[config.mk]
export PLATFORM = sky130hd
export DESIGN_NAME = harmonic_sum_wave_sample_flat
export DESIGN_NICKNAME = d
export VERILOG_FILES = /design/src/hdl/hsws_pkg.sv /design/src/hdl/hsws_req_if.sv /design/src/hdl/hsws_rsp_if.sv /design/src/hdl/harmonic_sum_wave_sample.sv /design/src/flat_wrapper.sv
export SDC_FILE = /design/constraint.sdc
export NUM_CORES = 1
export LEC_CHECK = 0
export CORE_MARGIN = 1
export CORE_UTILIZATION = 40
export DETAILED_ROUTE_END_ITERATION = 10
export DONT_BUFFER_PORTS = 1
export SYNTH_ARGS = -nofsm -noshare
export SYNTH_HDL_FRONTEND = slang
export SYNTH_SLANG_ARGS = --single-unit
export TNS_END_PERCENT = 10
[constraint.sdc]
create_clock -name clock -period 8.7 [get_ports clock]
set_input_delay 2.175 -clock clock [delete_from_list [all_inputs] [get_ports clock]]
set_output_delay 2.175 -clock clock [all_outputs]
set_load 0.005 [all_outputs]
[src/hdl/hsws_pkg.sv]
// ----------------------------------------------------------------------------
// Harmonic sum wave sample package
// Field widths, scaling constants and register indexes shared by the block.
// ----------------------------------------------------------------------------
`default_nettype none

package hsws_pkg;

   // Field widths.
   localparam int SAMPLE_INDEX_W = 7;
   localparam int CODE_W         = 10;
   localparam int WORD_W         = 17;

   // Configuration port.
   localparam int CSR_INDEX_W = 2;
   localparam int CSR_DATA_W  = 1;

   localparam logic [CSR_INDEX_W-1:0] REG_ENABLE_FUNDAMENTAL = 2'd0;
   localparam logic [CSR_INDEX_W-1:0] REG_ENABLE_SECOND      = 2'd1;
   localparam logic [CSR_INDEX_W-1:0] REG_ENABLE_FOURTH      = 2'd2;
   localparam logic [CSR_INDEX_W-1:0] REG_ENABLE_EIGHTH      = 2'd3;

   // Waveform period default.
   localparam int PERIOD_SAMPLES_DEFAULT = 80;

   // Harmonics 1, 2, 4 and 8.
   localparam int HARM_N = 4;
   localparam int CNT_W  = 3;

   // Sine table scaling; pi/2 in Q30.
   localparam longint unsigned HALF_PI_Q30 = 64'd1686629713;
   localparam int SINE_AMPL = 32767;
   localparam int SINE_HALF = 16384;
   localparam int SINE_W    = 16;

   // Datapath widths.
   localparam int SUM_W   = 18;
   localparam int MAG_W   = 17;
   localparam int NUM_W   = 27;
   localparam int DEN_W   = 17;
   localparam int RECIP_W = 13;
   localparam int QUOT_W  = 10;
   localparam int RECIP_SHIFT = 27;

   // Code mapping.
   localparam int CODE_SCALE = 511;
   localparam int CODE_MID   = 512;
   localparam int CODE_MAX   = 1023;
   localparam int DAC_SHIFT  = 6;
   localparam int DAC_BIAS   = 1 << 16;

   // Divisors 32767*count and their reciprocals in Q27.
   localparam int DEN_1 = SINE_AMPL;
   localparam int DEN_2 = 2 * SINE_AMPL;
   localparam int DEN_3 = 3 * SINE_AMPL;
   localparam int DEN_4 = 4 * SINE_AMPL;
   localparam int RECIP_1 = (1 << RECIP_SHIFT) / DEN_1;
   localparam int RECIP_2 = (1 << RECIP_SHIFT) / DEN_2;
   localparam int RECIP_3 = (1 << RECIP_SHIFT) / DEN_3;
   localparam int RECIP_4 = (1 << RECIP_SHIFT) / DEN_4;

endpackage

`default_nettype wire

[src/hdl/hsws_req_if.sv]
// ----------------------------------------------------------------------------
// Sample request channel
// Valid/ready channel that carries one sample index per word.
// ----------------------------------------------------------------------------
`default_nettype none

interface hsws_req_if;
   import hsws_pkg::*;

   logic                      valid;
   logic                      ready;
   logic [SAMPLE_INDEX_W-1:0] sample_index;

   modport source (output valid, output sample_index, input ready);
   modport sink   (input valid, input sample_index, output ready);
endinterface

`default_nettype wire

[src/hdl/hsws_rsp_if.sv]
// ----------------------------------------------------------------------------
// Sample result channel
// Valid/ready channel that carries one DAC code and register word per word.
// ----------------------------------------------------------------------------
`default_nettype none

interface hsws_rsp_if;
   import hsws_pkg::*;

   logic              valid;
   logic              ready;
   logic [CODE_W-1:0] sample_code;
   logic [WORD_W-1:0] dac_word;
   logic              none_enabled;

   modport source (output valid, output sample_code, output dac_word,
                   output none_enabled, input ready);
   modport sink   (input valid, input sample_code, input dac_word,
                   input none_enabled, output ready);
endinterface

`default_nettype wire

[src/hdl/harmonic_sum_wave_sample.sv]
// ----------------------------------------------------------------------------
// Harmonic sum wave sample
// Maps a sample index to one DAC sample of the sum of sine harmonics 1, 2, 4
// and 8, averaged over the enabled harmonics.
// ----------------------------------------------------------------------------
//
//   Channel    Direction   Carries
//   req_chan   in          sample_index
//   rsp_chan   out         sample_code, dac_word, none_enabled
//   csr_*      in          four harmonic enable bits, write only
//
// Nine register stages; one word is taken every cycle unless a result-side
// stall has filled every stage.
// Each stage has its own valid bit and holds only when the stage after it
// is full and held, so empty stages fill in during a stall.
// Reset clears the valid bits and the enable registers; the sine table is
// a constant table built at elaboration and needs no fill.
//
`default_nettype none

module harmonic_sum_wave_sample #(
   parameter int PERIOD_SAMPLES = hsws_pkg::PERIOD_SAMPLES_DEFAULT
) (
   input  wire logic                             clock,
   input  wire logic                             reset,
   hsws_req_if.sink                              req_chan,
   hsws_rsp_if.source                            rsp_chan,
   input  wire logic                             csr_write_enable,
   input  wire logic [hsws_pkg::CSR_INDEX_W-1:0] csr_index,
   input  wire logic [hsws_pkg::CSR_DATA_W-1:0]  csr_write_data
);
   import hsws_pkg::*;

   localparam int IDX_W = $clog2(PERIOD_SAMPLES);
   localparam int NS    = 9;
   localparam int IDX_DEPTH = 1 << SAMPLE_INDEX_W;
   localparam longint unsigned N_U = longint'(PERIOD_SAMPLES);

   // ------------------------------------------------------------------
   // Constant tables.
   // ------------------------------------------------------------------

   // Sample index reduced modulo the period.
   logic [IDX_W-1:0] idx_mod_rom [IDX_DEPTH];

   for (genvar i = 0; i < IDX_DEPTH; i++) begin : g_idx_mod
      localparam int MODV = i % PERIOD_SAMPLES;
      assign idx_mod_rom[i] = IDX_W'(MODV);
   end

   // One period of round(32767*sin(2*pi*k/N)), from a Q30 Taylor series on
   // the angle folded into the first quadrant.
   logic signed [SINE_W-1:0] sine_rom [PERIOD_SAMPLES];

   for (genvar k = 0; k < PERIOD_SAMPLES; k++) begin : g_sine
      localparam longint unsigned T0 = 4 * k;
      localparam bit NEG = (T0 >= 2 * N_U);
      localparam longint unsigned T1 = NEG ? T0 - 2 * N_U : T0;
      localparam longint unsigned T  = (T1 > N_U) ? 2 * N_U - T1 : T1;
      localparam longint unsigned X  = (HALF_PI_Q30 * T) / N_U;
      localparam longint unsigned X2 = (X * X) >> 30;
      localparam longint unsigned TERM1 = ((X * X2) >> 30) / 6;
      localparam longint unsigned TERM2 = ((TERM1 * X2) >> 30) / 20;
      localparam longint unsigned TERM3 = ((TERM2 * X2) >> 30) / 42;
      localparam longint unsigned TERM4 = ((TERM3 * X2) >> 30) / 72;
      localparam longint unsigned TERM5 = ((TERM4 * X2) >> 30) / 110;
      localparam longint unsigned TERM6 = ((TERM5 * X2) >> 30) / 156;
      localparam longint unsigned TERM7 = ((TERM6 * X2) >> 30) / 210;
      localparam longint unsigned TERM8 = ((TERM7 * X2) >> 30) / 272;
      localparam longint unsigned ACC_POS = X + TERM2 + TERM4 + TERM6 + TERM8;
      localparam longint unsigned ACC_NEG = TERM1 + TERM3 + TERM5 + TERM7;
      localparam longint unsigned SQ = (ACC_POS > ACC_NEG) ? ACC_POS - ACC_NEG : 0;
      localparam longint unsigned MAG0 = (SQ * SINE_AMPL + (64'd1 << 29)) >> 30;
      localparam longint unsigned MAG1 = (MAG0 > SINE_AMPL) ? SINE_AMPL : MAG0;
      localparam longint unsigned MAG =
         (T == 0)       ? 0 :
         (T == N_U)     ? SINE_AMPL :
         (3 * T == N_U) ? SINE_HALF : MAG1;
      localparam logic signed [SINE_W-1:0] VAL =
         NEG ? -$signed(SINE_W'(MAG)) : $signed(SINE_W'(MAG));
      assign sine_rom[k] = VAL;
   end

   // ------------------------------------------------------------------
   // Helpers.
   // ------------------------------------------------------------------

   // Doubles a table index modulo the period; the input is below the period.
   function automatic logic [IDX_W-1:0] double_mod(input logic [IDX_W-1:0] x);
      logic [IDX_W:0] y;
      y = {x, 1'b0};
      if (y >= (IDX_W + 1)'(PERIOD_SAMPLES)) begin
         y = y - (IDX_W + 1)'(PERIOD_SAMPLES);
      end
      return y[IDX_W-1:0];
   endfunction

   // Divisor 32767*count.
   function automatic logic [DEN_W-1:0] den_of(input logic [CNT_W-1:0] c);
      logic [DEN_W-1:0] d;
      case (c)
         3'd1:    d = DEN_W'(DEN_1);
         3'd2:    d = DEN_W'(DEN_2);
         3'd3:    d = DEN_W'(DEN_3);
         3'd4:    d = DEN_W'(DEN_4);
         default: d = DEN_W'(DEN_1);
      endcase
      return d;
   endfunction

   // Reciprocal of the divisor in Q27, rounded down.
   function automatic logic [RECIP_W-1:0] recip_of(input logic [CNT_W-1:0] c);
      logic [RECIP_W-1:0] r;
      case (c)
         3'd1:    r = RECIP_W'(RECIP_1);
         3'd2:    r = RECIP_W'(RECIP_2);
         3'd3:    r = RECIP_W'(RECIP_3);
         3'd4:    r = RECIP_W'(RECIP_4);
         default: r = RECIP_W'(RECIP_1);
      endcase
      return r;
   endfunction

   // ------------------------------------------------------------------
   // Harmonic enable registers.
   // ------------------------------------------------------------------
   logic [HARM_N-1:0] enables_ff;
   logic [HARM_N-1:0] enables_in;

   always_comb begin
      enables_in = enables_ff;
      if (csr_write_enable) begin
         unique case (csr_index)
            REG_ENABLE_FUNDAMENTAL: enables_in[0] = csr_write_data[0];
            REG_ENABLE_SECOND:      enables_in[1] = csr_write_data[0];
            REG_ENABLE_FOURTH:      enables_in[2] = csr_write_data[0];
            REG_ENABLE_EIGHTH:      enables_in[3] = csr_write_data[0];
            default:                enables_in = enables_ff;
         endcase
      end
   end

   always_ff @(posedge clock) begin
      if (reset) begin
         enables_ff <= '0;
      end else begin
         enables_ff <= enables_in;
      end
   end

   // ------------------------------------------------------------------
   // Pipeline control: a stage loads when it is empty or the next one moves.
   // ------------------------------------------------------------------
   logic [NS-1:0] valid_ff;
   logic [NS-1:0] valid_in;
   logic [NS-1:0] adv;
   logic [NS-1:0] valid_up;

   always_comb begin
      adv[NS-1] = !valid_ff[NS-1] || rsp_chan.ready;
      for (int s = NS - 2; s >= 0; s--) begin
         adv[s] = !valid_ff[s] || adv[s+1];
      end
   end

   assign valid_up = {valid_ff[NS-2:0], req_chan.valid};

   always_comb begin
      for (int s = 0; s < NS; s++) begin
         valid_in[s] = adv[s] ? valid_up[s] : valid_ff[s];
      end
   end

   always_ff @(posedge clock) begin
      if (reset) begin
         valid_ff <= '0;
      end else begin
         valid_ff <= valid_in;
      end
   end

   assign req_chan.ready = adv[0];

   // ------------------------------------------------------------------
   // Stage datapath registers.
   // ------------------------------------------------------------------
   logic        [IDX_W-1:0]   s0_idx_ff;
   logic        [IDX_W-1:0]   s1_k_ff    [HARM_N];
   logic        [IDX_W-1:0]   s1_k_in    [HARM_N];
   logic signed [SINE_W-1:0]  s2_sine_ff [HARM_N];
   logic signed [SUM_W-1:0]   s3_sum_ff, s3_sum_in;
   logic        [CNT_W-1:0]   s3_cnt_ff, s3_cnt_in;
   logic        [MAG_W-1:0]   s4_mag_ff, s4_mag_in;
   logic                      s4_neg_ff;
   logic        [CNT_W-1:0]   s4_cnt_ff;
   logic        [NUM_W-1:0]   s5_num_ff, s5_num_in;
   logic                      s5_neg_ff;
   logic        [CNT_W-1:0]   s5_cnt_ff;
   logic [NUM_W+RECIP_W-1:0]  s6_prod_ff, s6_prod_in;
   logic        [NUM_W-1:0]   s6_num_ff;
   logic                      s6_neg_ff;
   logic        [CNT_W-1:0]   s6_cnt_ff;
   logic        [QUOT_W-1:0]  s7_quot_ff, s7_quot_in;
   logic        [NUM_W-1:0]   s7_qd_ff, s7_qd_in;
   logic        [NUM_W-1:0]   s7_num_ff;
   logic                      s7_neg_ff;
   logic        [CNT_W-1:0]   s7_cnt_ff;
   logic        [CODE_W-1:0]  code_ff, code_in;
   logic        [WORD_W-1:0]  word_ff, word_in;
   logic                      none_ff, none_in;

   // Table indexes of harmonics 1, 2, 4 and 8.
   always_comb begin
      s1_k_in[0] = s0_idx_ff;
      for (int h = 1; h < HARM_N; h++) begin
         s1_k_in[h] = double_mod(s1_k_in[h-1]);
      end
   end

   // Sum and count of the enabled harmonics.
   always_comb begin
      s3_sum_in = '0;
      s3_cnt_in = '0;
      for (int h = 0; h < HARM_N; h++) begin
         if (enables_ff[h]) begin
            s3_sum_in = s3_sum_in
               + {{(SUM_W - SINE_W){s2_sine_ff[h][SINE_W-1]}}, s2_sine_ff[h]};
            s3_cnt_in = s3_cnt_in + CNT_W'(1);
         end
      end
   end

   // Magnitude of the sum.
   assign s4_mag_in = s3_sum_ff[SUM_W-1] ? MAG_W'(-s3_sum_ff) : MAG_W'(s3_sum_ff);

   // Scaled numerator; a negative sum is biased so the floor becomes a ceiling.
   always_comb begin
      s5_num_in = NUM_W'(s4_mag_ff) * NUM_W'(CODE_SCALE);
      if (s4_neg_ff) begin
         s5_num_in = s5_num_in + NUM_W'(den_of(s4_cnt_ff)) - NUM_W'(1);
      end
   end

   // Quotient estimate by reciprocal, low by at most one.
   assign s6_prod_in = (NUM_W + RECIP_W)'(s5_num_ff)
                     * (NUM_W + RECIP_W)'(recip_of(s5_cnt_ff));
   assign s7_quot_in = s6_prod_ff[RECIP_SHIFT +: QUOT_W];
   assign s7_qd_in   = NUM_W'(s7_quot_in) * NUM_W'(den_of(s6_cnt_ff));

   // Quotient correction, code mapping and clamp.
   always_comb begin
      logic [NUM_W-1:0]         rem;
      logic [QUOT_W-1:0]        quot;
      logic signed [CODE_W+1:0] code_s;
      rem  = s7_num_ff - s7_qd_ff;
      quot = s7_quot_ff;
      if (rem >= NUM_W'(den_of(s7_cnt_ff))) begin
         quot = quot + QUOT_W'(1);
      end
      if (s7_neg_ff) begin
         code_s = (CODE_W + 2)'(CODE_MID) - $signed({2'b00, quot});
      end else begin
         code_s = (CODE_W + 2)'(CODE_MID) + $signed({2'b00, quot});
      end
      if (code_s < 0) begin
         code_s = '0;
      end else if (code_s > (CODE_W + 2)'(CODE_MAX)) begin
         code_s = (CODE_W + 2)'(CODE_MAX);
      end
      none_in = (s7_cnt_ff == '0);
      if (none_in) begin
         code_in = CODE_W'(CODE_MID);
      end else begin
         code_in = code_s[CODE_W-1:0];
      end
      word_in = (WORD_W'(code_in) << DAC_SHIFT) | WORD_W'(DAC_BIAS);
   end

   // Payload registers move with their stage.
   always_ff @(posedge clock) begin
      if (adv[0]) begin
         s0_idx_ff <= idx_mod_rom[req_chan.sample_index];
      end
      if (adv[1]) begin
         s1_k_ff <= s1_k_in;
      end
      if (adv[2]) begin
         for (int h = 0; h < HARM_N; h++) begin
            s2_sine_ff[h] <= sine_rom[s1_k_ff[h]];
         end
      end
      if (adv[3]) begin
         s3_sum_ff <= s3_sum_in;
         s3_cnt_ff <= s3_cnt_in;
      end
      if (adv[4]) begin
         s4_mag_ff <= s4_mag_in;
         s4_neg_ff <= s3_sum_ff[SUM_W-1];
         s4_cnt_ff <= s3_cnt_ff;
      end
      if (adv[5]) begin
         s5_num_ff <= s5_num_in;
         s5_neg_ff <= s4_neg_ff;
         s5_cnt_ff <= s4_cnt_ff;
      end
      if (adv[6]) begin
         s6_prod_ff <= s6_prod_in;
         s6_num_ff  <= s5_num_ff;
         s6_neg_ff  <= s5_neg_ff;
         s6_cnt_ff  <= s5_cnt_ff;
      end
      if (adv[7]) begin
         s7_quot_ff <= s7_quot_in;
         s7_qd_ff   <= s7_qd_in;
         s7_num_ff  <= s6_num_ff;
         s7_neg_ff  <= s6_neg_ff;
         s7_cnt_ff  <= s6_cnt_ff;
      end
      if (adv[8]) begin
         code_ff <= code_in;
         word_ff <= word_in;
         none_ff <= none_in;
      end
   end

   // Result word.
   assign rsp_chan.valid        = valid_ff[NS-1];
   assign rsp_chan.sample_code  = code_ff;
   assign rsp_chan.dac_word     = word_ff;
   assign rsp_chan.none_enabled = none_ff;

endmodule

`default_nettype wire

[src/flat_wrapper.sv]
// flat-port wrapper written by rule: the top's interface ports become plain ports
module harmonic_sum_wave_sample_flat import hsws_pkg::*;
#(
   parameter int PERIOD_SAMPLES = hsws_pkg::PERIOD_SAMPLES_DEFAULT
)
  (clock, reset, csr_write_enable, csr_index, csr_write_data, req_chan_valid, req_chan_sample_index, req_chan_ready, rsp_chan_valid, rsp_chan_sample_code, rsp_chan_dac_word, rsp_chan_none_enabled, rsp_chan_ready);
  hsws_req_if req_chan_i ();
  hsws_rsp_if rsp_chan_i ();
  input  wire logic clock;
  input  wire logic reset;
  input  wire logic csr_write_enable;
  input  wire logic [hsws_pkg::CSR_INDEX_W-1:0] csr_index;
  input  wire logic [hsws_pkg::CSR_DATA_W-1:0] csr_write_data;
  input wire logic [$bits(req_chan_i.valid)-1:0] req_chan_valid;
  input wire logic [$bits(req_chan_i.sample_index)-1:0] req_chan_sample_index;
  output wire logic [$bits(req_chan_i.ready)-1:0] req_chan_ready;
  output wire logic [$bits(rsp_chan_i.valid)-1:0] rsp_chan_valid;
  output wire logic [$bits(rsp_chan_i.sample_code)-1:0] rsp_chan_sample_code;
  output wire logic [$bits(rsp_chan_i.dac_word)-1:0] rsp_chan_dac_word;
  output wire logic [$bits(rsp_chan_i.none_enabled)-1:0] rsp_chan_none_enabled;
  input wire logic [$bits(rsp_chan_i.ready)-1:0] rsp_chan_ready;
  assign req_chan_i.valid = req_chan_valid;
  assign req_chan_i.sample_index = req_chan_sample_index;
  assign req_chan_ready = req_chan_i.ready;
  assign rsp_chan_valid = rsp_chan_i.valid;
  assign rsp_chan_sample_code = rsp_chan_i.sample_code;
  assign rsp_chan_dac_word = rsp_chan_i.dac_word;
  assign rsp_chan_none_enabled = rsp_chan_i.none_enabled;
  assign rsp_chan_i.ready = rsp_chan_ready;
  harmonic_sum_wave_sample #(.PERIOD_SAMPLES(PERIOD_SAMPLES)) u_core (.clock(clock), .reset(reset), .req_chan(req_chan_i), .rsp_chan(rsp_chan_i), .csr_write_enable(csr_write_enable), .csr_index(csr_index), .csr_write_data(csr_write_data));
endmodule
* Yosys cells after proc, flatten, opt, wreduce, memory -nomap -nowiden
Memory sizes are Yosys's and may differ from the RTL's. A register that Yosys moved wholly into a read port is not among the register bits. Cells that the tools add are included.
Cells by class: reductions and logical operators 25, muxes and demuxes 32, $mul 3, add/subtract/negate cells 16, eq/ne operators 15, order comparisons 10, bitwise operators 5
Operators with widths (count):
- $pmux 17 s3 | 3
- $mux 16 | 8
- $mux 18 | 4
- $add 18x18->18 | 3
- $not 7->8 | 5
- $pmux 13 s3 | 1
- $mul 27x13->37 | 1
- $mux 17 | 2
- $ge 8x8->1 const B | 4
- $mux 10 | 3
- $add 26x17->27 | 1
- $ge 27x17->1 | 1
- $mul 10x17->27 | 1
- $sub 27x1->27 const B | 1
- $sub 27x27->27 | 1
- $mul 17x9->26 const B | 1
- $mux 26 | 1
- $eq 3x2->1 const B | 8
- $ge 8x7->1 const B | 3
- $mux 7 | 3
- $sub 7x7->7 const B | 3
- $neg 17->17 | 1
- $eq 3x3->1 const B | 4
- $gt 12x11->1 const B | 1
- 17 further kinds | 42
Word-level totals: bits in writable memories 64, logic and storage cells 151, memories kept 6, input port bits 15, ROM bits 9088, register bits after elaboration 261, output and inout bits 30
Memory list:
- (name not given) | depth 128, bits a word 16, rd ports 1, clocked after Yosys merged registers in 0, write ports 0, RTL line harmonic_sum_wave_sample.sv:289 | s2_sine_ff[h] <= sine_rom[s1_k_ff[h]];
- (name not given) | depth 128, bits a word 16, rd ports 1, clocked after Yosys merged registers in 0, write ports 0, RTL line harmonic_sum_wave_sample.sv:289
- (name not given) | depth 128, bits a word 16, rd ports 1, clocked after Yosys merged registers in 0, write ports 0, RTL line harmonic_sum_wave_sample.sv:289
- (name not given) | depth 128, bits a word 16, rd ports 1, clocked after Yosys merged registers in 0, write ports 0, RTL line harmonic_sum_wave_sample.sv:289
- (name not given) | depth 128, bits a word 7, rd ports 1, clocked after Yosys merged registers in 1, write ports 0, RTL line harmonic_sum_wave_sample.sv:282 | s0_idx_ff <= idx_mod_rom[req_chan.sample_index];
- u_core.s2_sine_ff | depth 4, bits a word 16, rd ports 4, clocked after Yosys merged registers in 0, write ports 4, RTL line harmonic_sum_wave_sample.sv:190 | logic signed [SINE_W-1:0] s2_sine_ff [HARM_N];

* Longest topological paths before layout
Gate-level depths: netlist (run 1).
depth after elaboration 10, mapped depth 30, depth with buffers taken out 30

* Least setup slack after synthesis (run 1)
No wires, ideal clock.
path type reg-to-reg, from reg u_core.s5_cnt_ff[0], to reg u_core.s6_prod_ff[36], data pin, library setup time 0.260 ns, cell stages (with the launch flop) 27, arrival 6.738 ns, path buffers 2, period minus slack after synthesis 6.998 ns, setup slack 1.702 ns, data required time 8.440 ns, cell sequence edfxtp_1 nand2_1 nor2_1 a21o_1 clkbuf_1 nor2_1 clkbuf_1 nand2_1 fa_1 inv_1 fa_1 fa_1 fa_1 fa_1 ha_1 a21o_1 a21o_1 a21o_1 a21o_1 a221o_1 a31o_2 a41o_1 o211a_1 o31a_1 o21a_1 nor2_1 xnor2_1
Between the ends: cells in the longest elaborated chain, start to end 3, elaborated cells between the ends (all ways) 5, those cells by class mul (1); eq/ne (3); mux (1)
Ends and longest elaborated chain:
- start, declared | RTL line harmonic_sum_wave_sample.sv:198 | logic [CNT_W-1:0] s5_cnt_ff;
- start signal, assigned | RTL line harmonic_sum_wave_sample.sv:304 | s5_cnt_ff <= s4_cnt_ff;
- $eq 3x3->1 or $eq 3x2->1 (tied branches) | RTL line harmonic_sum_wave_sample.sv:114 | case (c)
- $pmux 13 s3 * | RTL line harmonic_sum_wave_sample.sv:114
- $mul 27x13->37 * | RTL line harmonic_sum_wave_sample.sv:246 | * (NUM_W + RECIP_W)'(recip_of(s5_cnt_ff));
- net u_core.s6_prod_in[36] | RTL line harmonic_sum_wave_sample.sv:199 | logic [NUM_W+RECIP_W-1:0] s6_prod_ff, s6_prod_in;
- end signal, assigned | RTL line harmonic_sum_wave_sample.sv:307 | s6_prod_ff <= s6_prod_in;
- end, declared | RTL line harmonic_sum_wave_sample.sv:199
Mark *: on every way through the listed nets, which the timed path passes. The rest lies on a longest branch. A chain may end at the register's enable or synchronous reset.

* Worst setup path in the final report (run 1)
Same ends and word-level chain as after synthesis.

==> results of run 1 <==
## worst max path at each step
stage / to / slack (ps) / cells past startpoint
floorplan: u_core.s6_prod_ff[36]$_DFFE_PP_ / 1700 / 26
global placement: u_core.s6_prod_ff[36]$_DFFE_PP_ / 1260 / 25
detailed placement: u_core.s6_prod_ff[36]$_DFFE_PP_ / 1200 / 25
CTS: u_core.s6_prod_ff[36]$_DFFE_PP_ / 1170 / 25
global route: u_core.s6_prod_ff[36]$_DFFE_PP_ / 770 / 25
finish: u_core.s6_prod_ff[36]$_DFFE_PP_ / 1190 / 25
## final cells by class
| class | count | area (µm²) | share of cell area |
|---|---|---|---|
| multi-input cells | 2405 | 20600 | 0.619 |
| flip-flops and latches | 280 | 8280 | 0.248 |
| inverters | 474 | 1780 | 0.0534 |
| well taps | 1040 | 1300 | 0.0390 |
| clock buffers | 38 | 887 | 0.0266 |
| clock inverters | 23 | 315 | 0.00946 |
| repair buffers | 20 | 150 | 0.00450 |
## cells by family (layout without fill, tap and decap cells)
logic type / after synthesis / in the layout / synth area share
other: 2 / 7 / 0.000240
muxes: 50 / 50 / 0.0183
adders and majority gates: 631 / 631 / 0.323
xor gates and xnor gates: 165 / 165 / 0.0462
and+or+nand+nor: 866 / 866 / 0.128
buffers and inverters: 609 / 555 / 0.0760
DFF: 280 / 280 / 0.265
AOI/OAI and AO/OA: 686 / 686 / 0.143
## cells in the final DEF, fill, tap and decap left out, types with 23 or more instances in the layout
cell and instances:
mux2_2 27, fa_1 292, or3_1 23, a21oi_1 191, clkbuf_16 35, nor2_1 232
nand2b_1 23, o31ai_1 24, a21o_1 42, xor2_1 41, xnor2_1 124, nor2b_1 25
and2_1 58, nand3_1 63, nor3_1 54, o21ai_0 166, a31oi_1 24, ha_1 338
o21a_1 23, nand2_1 302, edfxtp_1 267, inv_1 465, a211oi_1 38
## flip-flops by register name (all words and copies together) (netlist names)
| register | cells |
|---|---|
| u_core.s2_sine_ff | 51 |
| u_core.s3_cnt_ff | 3 |
| u_core.s6_num_ff | 27 |
| u_core.s7_num_ff | 27 |
| u_core.s7_cnt_ff | 3 |
| u_core.s4_cnt_ff | 3 |
| u_core.s6_prod_ff | 10 |
| u_core.s5_neg_ff | 1 |
| u_core.s4_neg_ff | 1 |
| u_core.s7_quot_ff | 10 |
| u_core.rsp_chan.sample_code | 10 |
| u_core.s7_neg_ff | 1 |
| u_core.s7_qd_ff | 27 |
| u_core.s3_sum_ff | 18 |
| u_core.s5_num_ff | 27 |
| u_core.s4_mag_ff | 17 |
| u_core.s0_idx_ff | 7 |
| u_core.valid_ff | 9 |
| u_core.rsp_chan.none_enabled | 1 |
| u_core.s6_neg_ff | 1 |
| u_core.s6_cnt_ff | 3 |
| u_core.s5_cnt_ff | 3 |
| u_core.s1_k_ff | 16 |
| u_core.enables_ff | 4 |
## synth_stat cells, drive strengths merged (10+ instances only)
library cell	n
a211oi	40
nand2b	23
o31ai	24
fa	292
a31oi	24
inv	468
o21bai	15
a311oi	10
o22ai	10
mux2i	21
buf	47
o21a	23
and2	58
nor2	232
nor2b	25
xor2	41
or3	24
or2	10
dfxtp	13
o211ai	15
and3	20
mux2	27
o21ai	175
nand2	303
edfxtp	267
a221oi	11
xnor2	124
nand4	19
nand3	64
ha	338
nor3	55
clkbuf	88
a21oi	194
a21o	42
## layer usage
metal | vias to the layer above | global-route usage | wire, µm
met5 | - | 0 | 0
met4 | 0 | 0.0495 | 1630
met3 | 105 | 0.0202 | 2970
met2 | 506 | 0.317 | 35300
met1 | 10800 | 0.248 | 32800
li1 | 11100 | - | -
## stage by stage
step | hold slack, ps | instance area [µm²] | utilization | worst slack [ps]
final | 418 | 33300 | 0.431 | 1190
after global routing | 423 | 33300 | 0.431 | 773
after CTS | 419 | 33300 | 0.431 | 1170
after detailed placement | 408 | 32100 | 0.416 | 1200
after global placement | 404 | 32100 | 0.416 | 1260
after floorplan | 400 | 31300 | - | 1700
==> out/results.txt, run 1 <==
DP Cell Count: 4219
WP buf/inv: 3
Sequential share of the synthesized area: 0.265
CTS Sinks: 280
Worst Hold Depth: 0
Total wire length: 72700 µm
Die footprint: 0.0793 mm²
Share of cells above drive strength 1: 0.0444
Initial Util: 0.404
Crit-path leading delay family: adder cells
Pin count of the biggest net entering global routing: 71
Gate Count Post-Synth: 3289
Synth Flop Type: edfxtp_1
CP dominant cell by count: fa_1
Final slew viol count: 0
Final setup viols: 0
CTS Hold Bufs: 0
Vias per cell: 5.28
Tmin final: 7510 ps
CTS tree: done
Achievable Freq: 0.133 GHz
Detailed placer's ending HPWL: 57800 µm
CTS root buf: clkbuf_16
Antenna cells: 0
Synth warn: 0
Resized cells post-CTS: 0
Worst reg2reg path startpoint: u_core.s5_cnt_ff[0]$_DFFE_PP_
I/O pin cnt: 45
Area Overhead vs Synth: 6.66%
First-pass GRT wire length: 118000 µm
Synth area leaders: edfxtp_1 26%, fa_1 19%, ha_1 14%
Gr ovfl total: 0
Cell type of the slowest stage on the worst timing path: nor2_1
Die width: 282 µm
R2R setup slack: 1190 ps
Fraction of registers with async set/reset: 0
DR iter-0 viols: 1645
H-tree Lvls: 2
Filler cell count: 7577
Number of global-route vias before repair: 22300
# Post-CTS Setup Buffers: 0
RePlAce Congestion: 0.896
Die Y: 282 µm
DRC viols: 1
Critical Path Fanout Max: 28
R2r endpoint: u_core.s6_prod_ff[36]$_DFFE_PP_
#FFs+latches synth: 280
Nets: 3860
PortBufs: 0
Drt pass-1 iters: 9
Area leader, netlist: edfxtp_1
Failing checks: DRC
Number of synthesized flops with an enable pin: 267
Status: finished with violations
Worst Tran Pin Value: 1160 ps
Share of Yosys cell area claimed by the top area cell type: 0.256
Final Skew: 41.4 ps
Final instance count without filler cells: 4280
Data required, critical path: 8990 ps
RSZ-0062 raised after global routing: false
Syn_area_per_cell: 9.51 µm²
CP endpoint kind: flip-flop
Core Area: 0.0773 mm²
Hold Path End: u_core.s7_num_ff[24]$_DFFE_PP_
Critical path startpoint category: flip-flop
Clock Latency Late Sink: 560 ps
Total track usage: 0.185
Netlist cell types: 98
Worst hold path type: flip-flop to flip-flop
Setup TNS: 0 ps
Worst Reg-to-Reg Cells: 25
Site Rows: 102
Clock slew at reported path FFs: 70 ps
Max Buffers Root-to-Sink: 3
HP Start: u_core.s6_num_ff[24]$_DFFE_PP_
Wire per inst: 17.0 µm
Via count: 22600
WS Path Type: flip-flop to flip-flop
Total CTS buffers: 34
WP data arrival: 7800 ps
Setup crit start: u_core.s5_cnt_ff[0]$_DFFE_PP_
Initial antenna violation count: 0
Cell area after synthesis: 0.0313 mm²
Fin. Hold Viols: 0
Slew HR: 0.224
Post-DRT Antenna Nets: 0
Max Cap Violations: 0
Period utilization: 0.863
Crit-path max cell delay: 570 ps
Power of run 1 is left out: the tool's default activity adds up to more than one toggle a clock period on the data nets, which glitch-free logic cannot reach.
==> run 2, diff against run 1 <==
--- a/config.mk
+++ b/config.mk
@@ -9,6 +9,8 @@
 export CORE_UTILIZATION = 40
 export DETAILED_ROUTE_END_ITERATION = 10
 export DONT_BUFFER_PORTS = 1
+export HOLD_SLACK_MARGIN = 0.05
+export RECOVER_POWER = 25
 export SYNTH_ARGS = -nofsm -noshare
 export SYNTH_HDL_FRONTEND = slang
 export SYNTH_SLANG_ARGS = --single-unit
==> run 2 against run 1 <==
  * The flow still finishes with violations (DRC)
  * Wire length fell by 0.13%
  * Critical path depth stayed put
  * Via count rose by 0.16%
  * Largest cell class unchanged
==> out/results.txt, run 2 (same netlist as run 1, synthesis figures left out) <==
WS Path Type: flip-flop to flip-flop
Crit-path leading delay family: adder cells
Gr ovfl total: 0
Hold WS: 418 ps
Total CTS buffers: 34
Vias per cell: 5.28
DR iter-0 viols: 1678
Wire per inst: 17.0 µm
Post-route design area: 0.0333 mm²
CTS Sinks: 280
Die footprint: 0.0793 mm²
Total wire length: 72600 µm
Area Overhead vs Synth: 6.64%
Achievable Freq: 0.133 GHz
Tmin final: 7510 ps
Critical Path Fanout Max: 28
Data required, critical path: 8990 ps
Area after DPL: 0.0321 mm²
DRC viols: 1
Total track usage: 0.185
Cell type of the slowest stage on the worst timing path: nor2_1
Fin util: 0.431
CP endpoint kind: flip-flop
Clock slew at reported path FFs: 70 ps
Worst hold path type: flip-flop to flip-flop
Fin. Hold Viols: 0
Antenna cells: 0
Period utilization: 0.863
CP dominant cell by count: fa_1
RSZ-0062 raised after global routing: false
Resized cells post-CTS: 0
Die width: 282 µm
Most frequent cells in the layout: 465 x inv_1, 338 x ha_1, 302 x nand2_1
# Post-CTS Setup Buffers: 0
Status: finished with violations
M3 GR Usage: 0.0202
Detailed placer's ending HPWL: 57800 µm
I/O pin cnt: 45
Core Area: 0.0773 mm²
Final setup viols: 0
Pin count of the biggest net entering global routing: 71
Final slew viol count: 0
First-pass GRT wire length: 118000 µm
Nets: 3860
Final Skew: 42.2 ps
PortBufs: 0
Slew HR: 0.0343
Max Buffers Root-to-Sink: 3
Initial Util: 0.404
Most Crowded Layer GR: met2
Via count: 22600
Setup TNS: 0 ps
Post-DRT Antenna Nets: 0
Clock Latency Late Sink: 560 ps
RePlAce Congestion: 0.896
Largest register FFs: 51
Site Rows: 102
CTS Hold Bufs: 0
Met1 usage: 0.248
Share of cells above drive strength 1: 0.0438
WP buf/inv: 3
Drt pass-1 iters: 8
Crit-path max cell delay: 570 ps
Die Y: 282 µm
Commonest non-fill, non-tap cell in the layout: inv_1
Initial antenna violation count: 0
Met2 usage: 0.317
Number of global-route vias before repair: 22300
CTS root buf: clkbuf_16
H-tree Lvls: 2
Worst Tran Pin Value: 1450 ps
Max Cap Violations: 0
Failing checks: DRC
Largest Register: u_core.s2_sine_ff
Critical path startpoint category: flip-flop
WP data arrival: 7800 ps
CTS tree: done
## run 2: cell types whose count changed in the layout (fill, tap and decap cells not counted), sizes merged
| cell | delta |
|---|---|
| buf | -2 |
| clkbuf | +2 |
## run 2: worst paths after layout
path                                                     start                         endpoint  slack [ps]  depth (start not counted)
worst max-delay path             u_core.s5_cnt_ff[0]$_DFFE_PP_  u_core.s6_prod_ff[36]$_DFFE_PP_        1190                         25
worst min-delay path            u_core.s6_num_ff[24]$_DFFE_PP_   u_core.s7_num_ff[24]$_DFFE_PP_         420                          0
worst max register to register   u_core.s5_cnt_ff[0]$_DFFE_PP_  u_core.s6_prod_ff[36]$_DFFE_PP_        1190                         25
worst min register to register  u_core.s6_num_ff[24]$_DFFE_PP_   u_core.s7_num_ff[24]$_DFFE_PP_         420                          0
## run 2: per-stage QoR
| stage | worst slack (ps) | instances |
|---|---|---|
| 2_1_floorplan | 1700 | 3294 |
| 3_3_place_gp | 1260 | 4219 |
| 3_5_place_dp | 1200 | 4219 |
| 4_1_cts | 1170 | 4280 |
| 5_1_grt | 773 | 4280 |
| 6_report | 1190 | 4280 |
## run 2: layout make-up
type | instances | area (µm²)
tap | 1040 | 1300
inverter | 474 | 1780
fill | 7580 | 44000
clock inverter | 23 | 315
clock buffer | 38 | 887
multi-input combinational | 2405 | 20600
sequential | 280 | 8280
timing repair buffer | 20 | 143
## run 2: worst register-to-register path: stages, from the launching register on
cell	delay (ps)
edfxtp_1	440
nand2_1	100
nor2_1	40
buf_4	210
a21o_1	190
nor2_1	570
buf_4	320
nand2_1	100
fa_1	550
inv_1	50
fa_1	500
fa_1	520
fa_1	520
fa_1	500
ha_1	330
a21o_1	170
a21o_1	180
a21o_1	180
a221o_1	290
a31o_2	240
a41o_1	310
o211a_1	270
o31a_1	310
o21a_1	190
nor2_1	110
xnor2_1	70
## run 2: layer usage
metal | wire length (µm) | part of all wire
met1 | 32600 | 0.45
met2 | 35400 | 0.49
met3 | 3040 | 0.042
met4 | 1560 | 0.022
met5 | 0 | 0
Power of run 2 is left out for the same reason.
